## config.mk

```make
export PLATFORM = sky130hd
export DESIGN_NAME = wheel_speed_frame_receiver_unit_flat
export DESIGN_NICKNAME = d
export VERILOG_FILES = /design/src/wsfr_pkg.sv /design/src/wsfr_if.sv /design/src/wsfr_csr.sv /design/src/wsfr_frame.sv /design/src/wheel_speed_frame_receiver_unit.sv /design/src/flat_wrapper.sv
export SDC_FILE = /design/constraint.sdc
export NUM_CORES = 1
export LEC_CHECK = 0
export BUFFER_PORTS_ARGS = -buffer_cell sky130_fd_sc_hd__buf_2
export CAP_MARGIN = 40
export CORE_AREA = 4 4 133 135
export DETAILED_ROUTE_END_ITERATION = 8
export DIE_AREA = 0 0 137 139
export MAX_ROUTING_LAYER = met4
export PLACE_DENSITY = 0.72
export SLEW_MARGIN = 15
export SYNTH_ARGS = -nofsm -noshare
export SYNTH_HDL_FRONTEND = slang
export SYNTH_SLANG_ARGS = --single-unit
```

## constraint.sdc

```tcl
create_clock -name clock -period 9.7 [get_ports clock]
set_input_delay 0.485 -clock clock [delete_from_list [all_inputs] [get_ports clock]]
set_output_delay 0.485 -clock clock [all_outputs]
set_load 0.05 [all_outputs]
```

## src/wsfr_pkg.sv

```systemverilog
// Package: constants, types and CRC function for the wheel speed frame receiver
`default_nettype none
package wsfr_pkg;

   localparam int unsigned FRAME_LEN = 13;
   localparam int unsigned BYTE_W    = 8;
   localparam int unsigned WORD_W    = 32;
   localparam int unsigned POS_W     = 4;
   localparam int unsigned LANE_W    = 2;
   localparam int unsigned ADDR_W    = 3;
   localparam int unsigned DATA_W    = 32;

   typedef logic [POS_W-1:0]  pos_type;
   typedef logic [BYTE_W-1:0] byte_type;
   typedef logic [WORD_W-1:0] word_type;

   localparam byte_type CRC_POLY      = 8'h8C;
   localparam byte_type HEADER_RESET  = 8'h88;
   localparam byte_type TRAILER_RESET = 8'h66;

   localparam pos_type POS_HEADER_LAST  = 4'd1;
   localparam pos_type POS_LEFT_FIRST   = 4'd2;
   localparam pos_type POS_LEFT_LAST    = 4'd5;
   localparam pos_type POS_RIGHT_FIRST  = 4'd6;
   localparam pos_type POS_RIGHT_LAST   = 4'd9;
   localparam pos_type POS_CRC          = 4'd10;
   localparam pos_type POS_TRAILER_HEAD = 4'd11;
   localparam pos_type POS_LAST         = pos_type'(FRAME_LEN - 1);

   localparam logic REG_HEADER  = 1'b0;
   localparam logic REG_TRAILER = 1'b1;

   typedef enum logic [1:0] {
      STATUS_OK          = 2'd0,
      STATUS_HEADER_ERR  = 2'd1,
      STATUS_TRAILER_ERR = 2'd2,
      STATUS_CRC_ERR     = 2'd3
   } status_type;

   typedef struct packed {
      byte_type header_value;
      byte_type trailer_value;
   } cfg_type;

   function automatic byte_type crc8_byte(input byte_type crc, input byte_type b);
      byte_type c;
      c = crc ^ b;
      for (int k = 0; k < BYTE_W; k++) begin
         c = c[0] ? ((c >> 1) ^ CRC_POLY) : (c >> 1);
      end
      return c;
   endfunction

endpackage
`default_nettype wire

```

## src/wsfr_if.sv

```systemverilog
// Interfaces: byte input channel and frame result channel
`default_nettype none
interface wsfr_req_if;
   logic       valid;
   logic       ready;
   logic [7:0] rx_byte;

   modport source (output valid, output rx_byte, input ready);
   modport sink (input valid, input rx_byte, output ready);
endinterface

interface wsfr_rsp_if;
   logic        valid;
   logic        ready;
   logic [1:0]  status;
   logic [31:0] left_speed_bits;
   logic [31:0] right_speed_bits;

   modport source (output valid, output status, output left_speed_bits,
                   output right_speed_bits, input ready);
   modport sink (input valid, input status, input left_speed_bits,
                 input right_speed_bits, output ready);
endinterface
`default_nettype wire

```

## src/wsfr_csr.sv

```systemverilog
// Configuration registers: header and trailer match values behind an APB-style port
`default_nettype none
module wsfr_csr
   import wsfr_pkg::*;
(
   input  wire logic              clock,
   input  wire logic              reset,
   input  wire logic              psel,
   input  wire logic              penable,
   input  wire logic              pwrite,
   input  wire logic [ADDR_W-1:0] paddr,
   input  wire logic [DATA_W-1:0] pwdata,
   output logic      [DATA_W-1:0] prdata,
   output logic                   pready,
   output cfg_type                cfg
);

   byte_type header_ff, header_in;
   byte_type trailer_ff, trailer_in;
   logic     wr_en;

   assign pready = 1'b1;
   assign wr_en  = psel && penable && pwrite;

   always_comb begin
      header_in  = header_ff;
      trailer_in = trailer_ff;
      if (wr_en) begin
         unique case (paddr[2])
            REG_HEADER:  header_in  = pwdata[BYTE_W-1:0];
            REG_TRAILER: trailer_in = pwdata[BYTE_W-1:0];
            default:     ;
         endcase
      end
   end

   always_comb begin
      unique case (paddr[2])
         REG_HEADER:  prdata = {{(DATA_W-BYTE_W){1'b0}}, header_ff};
         REG_TRAILER: prdata = {{(DATA_W-BYTE_W){1'b0}}, trailer_ff};
         default:     prdata = '0;
      endcase
   end

   always_ff @(posedge clock) begin
      if (reset) begin
         header_ff  <= HEADER_RESET;
         trailer_ff <= TRAILER_RESET;
      end else begin
         header_ff  <= header_in;
         trailer_ff <= trailer_in;
      end
   end

   assign cfg.header_value  = header_ff;
   assign cfg.trailer_value = trailer_ff;

endmodule
`default_nettype wire

```

## src/wsfr_frame.sv

```systemverilog
// Frame datapath: input byte register, frame state, CRC, checks and result register
`default_nettype none
module wsfr_frame
   import wsfr_pkg::*;
(
   input  wire logic    clock,
   input  wire logic    reset,
   input  wire cfg_type cfg,
   wsfr_req_if.sink     req_chan,
   wsfr_rsp_if.source   rsp_chan
);

   logic       in_valid_ff, in_valid_in;
   byte_type   in_byte_ff, in_byte_in;
   pos_type    pos_ff, pos_in;
   byte_type   crc_ff, crc_in;
   word_type   left_ff, left_in;
   word_type   right_ff, right_in;
   logic       header_bad_ff, header_bad_in;
   logic       crc_bad_ff, crc_bad_in;
   logic       trailer_bad_ff, trailer_bad_in;
   logic       out_valid_ff, out_valid_in;
   status_type status_ff, status_in;
   word_type   out_left_ff, out_left_in;
   word_type   out_right_ff, out_right_in;

   pos_type           pos;
   logic              last;
   logic              advance;
   logic              req_fire;
   logic              trailer_bad;
   logic [LANE_W-1:0] left_lane;
   logic [LANE_W-1:0] right_lane;

   assign pos        = (pos_ff > POS_LAST) ? '0 : pos_ff;
   assign last       = (pos == POS_LAST);
   assign advance    = in_valid_ff && (!last || !out_valid_ff || rsp_chan.ready);
   assign req_fire   = req_chan.valid && req_chan.ready;
   assign left_lane  = LANE_W'(pos - POS_LEFT_FIRST);
   assign right_lane = LANE_W'(pos - POS_RIGHT_FIRST);
   assign trailer_bad = trailer_bad_ff || (in_byte_ff != cfg.trailer_value);

   assign req_chan.ready = !in_valid_ff || advance;

   always_comb begin
      in_valid_in = in_valid_ff;
      in_byte_in  = in_byte_ff;
      if (req_fire) begin
         in_valid_in = 1'b1;
         in_byte_in  = req_chan.rx_byte;
      end else if (advance) begin
         in_valid_in = 1'b0;
      end
   end

   always_comb begin
      pos_in         = pos_ff;
      crc_in         = crc_ff;
      left_in        = left_ff;
      right_in       = right_ff;
      header_bad_in  = header_bad_ff;
      crc_bad_in     = crc_bad_ff;
      trailer_bad_in = trailer_bad_ff;
      if (advance) begin
         if (pos <= POS_RIGHT_LAST) begin
            crc_in = crc8_byte(crc_ff, in_byte_ff);
         end
         if (pos <= POS_HEADER_LAST) begin
            if (in_byte_ff != cfg.header_value) begin
               header_bad_in = 1'b1;
            end
         end else if (pos <= POS_LEFT_LAST) begin
            left_in[BYTE_W*left_lane +: BYTE_W] = in_byte_ff;
         end else if (pos <= POS_RIGHT_LAST) begin
            right_in[BYTE_W*right_lane +: BYTE_W] = in_byte_ff;
         end else if (pos == POS_CRC) begin
            crc_bad_in = (in_byte_ff != crc_ff);
         end else if (pos == POS_TRAILER_HEAD) begin
            trailer_bad_in = (in_byte_ff != cfg.trailer_value);
         end
         if (last) begin
            pos_in         = '0;
            crc_in         = '0;
            header_bad_in  = 1'b0;
            crc_bad_in     = 1'b0;
            trailer_bad_in = 1'b0;
         end else begin
            pos_in = pos + 4'd1;
         end
      end
   end

   always_comb begin
      out_valid_in = out_valid_ff;
      status_in    = status_ff;
      out_left_in  = out_left_ff;
      out_right_in = out_right_ff;
      if (advance && last) begin
         out_valid_in = 1'b1;
         if (header_bad_ff) begin
            status_in = STATUS_HEADER_ERR;
         end else if (trailer_bad) begin
            status_in = STATUS_TRAILER_ERR;
         end else if (crc_bad_ff) begin
            status_in = STATUS_CRC_ERR;
         end else begin
            status_in = STATUS_OK;
         end
         out_left_in  = (status_in == STATUS_OK) ? left_ff : '0;
         out_right_in = (status_in == STATUS_OK) ? right_ff : '0;
      end else if (rsp_chan.ready) begin
         out_valid_in = 1'b0;
      end
   end

   always_ff @(posedge clock) begin
      if (reset) begin
         in_valid_ff    <= 1'b0;
         pos_ff         <= '0;
         crc_ff         <= '0;
         left_ff        <= '0;
         right_ff       <= '0;
         header_bad_ff  <= 1'b0;
         crc_bad_ff     <= 1'b0;
         trailer_bad_ff <= 1'b0;
         out_valid_ff   <= 1'b0;
      end else begin
         in_valid_ff    <= in_valid_in;
         pos_ff         <= pos_in;
         crc_ff         <= crc_in;
         left_ff        <= left_in;
         right_ff       <= right_in;
         header_bad_ff  <= header_bad_in;
         crc_bad_ff     <= crc_bad_in;
         trailer_bad_ff <= trailer_bad_in;
         out_valid_ff   <= out_valid_in;
      end
   end

   always_ff @(posedge clock) begin
      in_byte_ff   <= in_byte_in;
      status_ff    <= status_in;
      out_left_ff  <= out_left_in;
      out_right_ff <= out_right_in;
   end

   assign rsp_chan.valid            = out_valid_ff;
   assign rsp_chan.status           = 2'(status_ff);
   assign rsp_chan.left_speed_bits  = out_left_ff;
   assign rsp_chan.right_speed_bits = out_right_ff;

`ifndef SYNTH
   a_pos_range: assert property (@(posedge clock) disable iff (reset)
      pos_ff <= POS_LAST)
      else $error("frame position out of range");

   a_wrap: assert property (@(posedge clock) disable iff (reset)
      (advance && last) |=> (pos_ff == '0 && crc_ff == '0 && !header_bad_ff))
      else $error("frame state not cleared after last beat");

   a_result_source: assert property (@(posedge clock) disable iff (reset)
      (!out_valid_ff ##1 out_valid_ff) |-> $past(in_valid_ff && last))
      else $error("result raised without a closing beat");

   a_fail_zero: assert property (@(posedge clock) disable iff (reset)
      (out_valid_ff && status_ff != STATUS_OK) |-> (out_left_ff == '0 && out_right_ff == '0))
      else $error("failed frame carries speed data");
`endif

endmodule
`default_nettype wire

```

## src/wheel_speed_frame_receiver_unit.sv

```systemverilog
// Top level: wheel speed frame receiver with configuration registers
// Throughput: one byte beat per cycle, sustained, while the result side keeps up.
// Result path: a frame's last byte beat is taken into the input byte register, then its
//   result is written to the result register.
// A stalled result holds only the closing beat of the next frame; other beats keep flowing.
// Reset (synchronous, active high): clears frame position, CRC, flags and pending beats;
//   header and trailer match registers return to 0x88 and 0x66.
`default_nettype none
module wheel_speed_frame_receiver_unit
   import wsfr_pkg::*;
(
   input  wire logic              clock,
   input  wire logic              reset,
   wsfr_req_if.sink               req_chan,
   wsfr_rsp_if.source             rsp_chan,
   input  wire logic              psel,
   input  wire logic              penable,
   input  wire logic              pwrite,
   input  wire logic [ADDR_W-1:0] paddr,
   input  wire logic [DATA_W-1:0] pwdata,
   output logic      [DATA_W-1:0] prdata,
   output logic                   pready
);

   cfg_type cfg;

   wsfr_csr u_csr (
      .clock   (clock),
      .reset   (reset),
      .psel    (psel),
      .penable (penable),
      .pwrite  (pwrite),
      .paddr   (paddr),
      .pwdata  (pwdata),
      .prdata  (prdata),
      .pready  (pready),
      .cfg     (cfg)
   );

   wsfr_frame u_frame (
      .clock    (clock),
      .reset    (reset),
      .cfg      (cfg),
      .req_chan (req_chan),
      .rsp_chan (rsp_chan)
   );

endmodule
`default_nettype wire
```

## src/flat_wrapper.sv

```systemverilog
// flat-port wrapper written by rule: the top's interface ports become plain ports
module wheel_speed_frame_receiver_unit_flat import wsfr_pkg::*;
  (clock, reset, psel, penable, pwrite, paddr, pwdata, prdata, pready, req_chan_valid, req_chan_rx_byte, req_chan_ready, rsp_chan_valid, rsp_chan_status, rsp_chan_left_speed_bits, rsp_chan_right_speed_bits, rsp_chan_ready);
  wsfr_req_if req_chan_i ();
  wsfr_rsp_if rsp_chan_i ();
  input  wire logic clock;
  input  wire logic reset;
  input  wire logic psel;
  input  wire logic penable;
  input  wire logic pwrite;
  input  wire logic [ADDR_W-1:0] paddr;
  input  wire logic [DATA_W-1:0] pwdata;
  output logic      [DATA_W-1:0] prdata;
  output logic pready;
  input wire logic [$bits(req_chan_i.valid)-1:0] req_chan_valid;
  input wire logic [$bits(req_chan_i.rx_byte)-1:0] req_chan_rx_byte;
  output wire logic [$bits(req_chan_i.ready)-1:0] req_chan_ready;
  output wire logic [$bits(rsp_chan_i.valid)-1:0] rsp_chan_valid;
  output wire logic [$bits(rsp_chan_i.status)-1:0] rsp_chan_status;
  output wire logic [$bits(rsp_chan_i.left_speed_bits)-1:0] rsp_chan_left_speed_bits;
  output wire logic [$bits(rsp_chan_i.right_speed_bits)-1:0] rsp_chan_right_speed_bits;
  input wire logic [$bits(rsp_chan_i.ready)-1:0] rsp_chan_ready;
  assign req_chan_i.valid = req_chan_valid;
  assign req_chan_i.rx_byte = req_chan_rx_byte;
  assign req_chan_ready = req_chan_i.ready;
  assign rsp_chan_valid = rsp_chan_i.valid;
  assign rsp_chan_status = rsp_chan_i.status;
  assign rsp_chan_left_speed_bits = rsp_chan_i.left_speed_bits;
  assign rsp_chan_right_speed_bits = rsp_chan_i.right_speed_bits;
  assign rsp_chan_i.ready = rsp_chan_ready;
  wheel_speed_frame_receiver_unit u_core (.clock(clock), .reset(reset), .req_chan(req_chan_i), .rsp_chan(rsp_chan_i), .psel(psel), .penable(penable), .pwrite(pwrite), .paddr(paddr), .pwdata(pwdata), .prdata(prdata), .pready(pready));
endmodule
```

==> results.yml <==
clock_tree:
  hold_buffers: 0
  cts_htree_levels: 4
  clkTransAtPathRegs_ns: 0.06
  clock_sinks: 171
  cts_tree: "done"
  numCtsBuffers: 17
  post_cts_buffers: 0
  cts-root-buf: "clkbuf_16"
  clock_latency_ns: 0.42
  clock_path_buffers: 2
  postCtsResizedCells: 0
critical_path:
  path_cells: "nand2_1 > nand2_1 > ha_1 > and2_1 > nand3_1 > buf_2"
  cp-endpoint: "req_chan_ready"
  critPathMaxStageDelay_ns: 0.51
  worstRegToRegCells: 8
  startpoint_type: "flop"
  required_ns: 9.22
  critPathLaunch: "u_core.u_frame.pos_ff[2]$_SDFFE_PP0P_"
  cp-end-kind: "output port"
  critPathKind: "flop to output port"
  arrival_ns: 2.36
  cpMaxStageDelayCell: "dfxtp_1"
  worst-path-max-fanout: 13
  rr_endpoint: "u_core.u_frame.crc_ff[0]$_SDFFE_PP0P_"
  cpMostUsedCell: "nand2_1"
  r2r_slack_ns: 6.94
  worstReg2RegStart: "u_core.u_frame.pos_ff[2]$_SDFFE_PP0P_"
die:
  initial_core_util_pct: 44.6
  die_w_um: 137
  die_h_um: 139
  core-area_mm2: 0.0165
  die-area_mm2: 0.0190
  rows: 47
  ios: 151
cells_and_area:
  layout.nets: 818
  area_growth_pct: 16.1
  drive_gt1_share_pct: 19.9
  fill_cells: 1507
  n_antenna_cell: 0
logic_synthesis:
  syn_area_mm2: 0.00734
  ys_seq_elements: 171
  synth.distinct_cells: 46
  yosysWarnings: 0
  syn_inst: 669
  ys_async_sr_fraction_pct: 0
  syn_area_per_cell_um2: 11.0
  synth_edf_count: 74
  synth_ff_type: "dfxtp_1"
  seq_area_frac_synth_pct: 56.8
route:
  avgRoutedWirePerCell_um: 14.9
  drt_pass1_iterations: 4
  drc: 0
  wirelength_um: 14800
  vias: 4806
  drtAntennaViolNets: 0
  vias_per_cell: 4.84
  drtIter0Drc: 290
sta:
  period_share_pct: 29.3
  setup_viol: 0
  worst_clock_skew_ns: 0.0109
  rsz0062_at_grt: "false"
  max_freq_ghz: 0.351
  tightestPinTransition_ns: 0.802
  whs_ns: 0.238
  fin_tns_setup_ns: 0
  drv_slew: 0
  timing.slew.headroom_pct: 46.4
  period_needed_ns: 2.85
  hold_viol_final: 0
global_routing:
  gr-total-overflow: 0
  grt_antenna_before_repair: 0
  track_usage_pct: 16.9
  grt_max_degree: 77
  grt_pass1_wl_um: 24400
  first_global_vias: 4730
power_and_ir_drop:
  irDropWorstVdd_mv: 0.138
  finalPower_mw: 1.57
  power.leakage_nw: 3.25
  power_density_mw_per_mm2: 184
worst_hold_path:
  worstHoldStart: "req_chan_rx_byte[2]"
  hp-class: "input port to flop"
placed_design:
  io_buffers: 99
  dp_hpwl_um: 9800
  gp_congestion: 0.824
run_status:
  status: "completed"
job:
  drv_cap: 0
[through the flow]
| stage | cell area (um^2) | utilization (%) | cells | worst slack (ns) |
|---|---|---|---|---|
| floorplan | 7420 | - | 692 | 4.76 |
| global placement | 7890 | 47.9 | 954 | 6.51 |
| detailed placement | 7970 | 48.4 | 961 | 6.78 |
| CTS | 8500 | 51.6 | 993 | 6.76 |
| global route | 8520 | 51.7 | 994 | 6.57 |
| finish | 8520 | 51.7 | 994 | 6.85 |
[registers in the layout, indices dropped and copies added, names as in the netlist]
signal	count
u_core.u_frame.rsp_chan.valid	1
u_core.u_frame.in_byte_ff	8
u_core.u_frame.header_bad_ff	1
u_core.u_frame.pos_ff	4
u_core.u_frame.trailer_bad_ff	1
u_core.u_frame.left_ff	32
u_core.u_csr.header_ff	8
u_core.u_frame.rsp_chan.right_speed_bits	32
u_core.u_frame.right_ff	32
u_core.u_frame.in_valid_ff	1
u_core.u_frame.rsp_chan.left_speed_bits	32
u_core.u_frame.crc_ff	8
u_core.u_csr.trailer_ff	8
u_core.u_frame.rsp_chan.status	2
u_core.u_frame.crc_bad_ff	1
[cell families after synthesis]
group	share of synthesized area (%)
xor+xnor	4.54
simple gates	18.3
buf+inv	4.96
flops	56.8
other cells	0.102
mux	8.87
compound gates	5.25
fa+ha+maj	1.19
[cells in the final DEF (no fill, tap or decap), types with 6 or more instances in the layout]
master / n
a21oi_1: 27
and2_1: 89
buf_2: 99
buf_4: 9
clkbuf_16: 17
conb_1: 25
dfxtp_1: 97
edfxtp_1: 74
ha_1: 7
inv_1: 6
mux2_2: 8
mux2i_1: 56
nand2_1: 42
nand3_1: 22
nor2_1: 72
xnor2_1: 15
xor2_1: 23
[critical path, delay by kind of cell (launching register included)]
kind	cells	cell delay [ns]
adders and majority gates	1	0.43
buffers and inverters	1	0.26
DFF	1	0.51
and+or+nand+nor	4	0.74
[final cells by class]
type	instances	area, um^2	share of cell area, %
well taps	220	275	3.23
inverters	6	22.5	0.264
repair buffers	111	622	7.30
clock buffers	22	454	5.33
multi-input cells	454	2900	34.1
flip-flops and latches	171	4160	48.9
clock inverters	10	77.6	0.911
[how the worst min path moves through the flow]
stage | to | slack, ns | depth (start not counted)
after global placement | u_core.u_frame.left_ff[16]$_SDFFE_PP0P_ | 0.44 | 2
after detailed placement | u_core.u_frame.left_ff[22]$_SDFFE_PP0P_ | 0.44 | 2
after global routing | u_core.u_frame.in_byte_ff[4]$_DFFE_PP_ | 0.22 | 1
after floorplan | u_core.u_frame.left_ff[16]$_SDFFE_PP0P_ | 0.43 | 2
after CTS | u_core.u_frame.in_byte_ff[5]$_DFFE_PP_ | 0.22 | 1
final | u_core.u_frame.in_byte_ff[2]$_DFFE_PP_ | 0.24 | 1
[cell usage after synthesis, drive strengths merged (2+ instances only)]
| library cell | number | area share [%] |
|---|---|---|
| a211o | 2 | 0.24 |
| a211oi | 3 | 0.31 |
| a21oi | 27 | 1.8 |
| a22o | 4 | 0.48 |
| a22oi | 5 | 0.51 |
| a31oi | 4 | 0.34 |
| and2 | 89 | 7.6 |
| and3 | 3 | 0.26 |
| buf | 34 | 3.2 |
| clkbuf | 27 | 1.5 |
| conb | 2 | 0.10 |
| dfxtp | 97 | 26 |
| edfxtp | 74 | 30 |
| ha | 7 | 1.2 |
| inv | 6 | 0.31 |
| mux2 | 8 | 1.2 |
| mux2i | 56 | 7.6 |
| nand2 | 42 | 2.1 |
| nand3 | 22 | 1.5 |
| nand3b | 4 | 0.41 |
| nand4 | 2 | 0.17 |
| nor2 | 76 | 4.0 |
| nor2b | 5 | 0.43 |
| nor3 | 5 | 0.34 |
| nor4 | 6 | 0.72 |
| o21ai | 2 | 0.14 |
| o21bai | 3 | 0.31 |
| o31ai | 3 | 0.31 |
| or3 | 2 | 0.17 |
| xnor2 | 15 | 1.8 |
| xor2 | 23 | 2.7 |
[power by group]
| part | internal (mW) | total (mW) | switching (mW) | leakage (nW) |
|---|---|---|---|---|
| clock network | 0.355 | 0.615 | 0.260 | 0.259 |
| logic | 0.0679 | 0.171 | 0.103 | 1.64 |
| registers | 0.761 | 0.784 | 0.0228 | 1.36 |
| total | 1.18 | 1.57 | 0.386 | 3.25 |
[layer usage]
layer | track usage (%) | share of wire [%] | vias to the layer above
met5 | - | 0 | -
li1 | - | - | 2421
met4 | 6.67 | 2.1 | 0
met2 | 26.5 | 49 | 123
met3 | 3.88 | 5.3 | 22
met1 | 21.1 | 44 | 2240
Power figures use the tool's default switching activity.
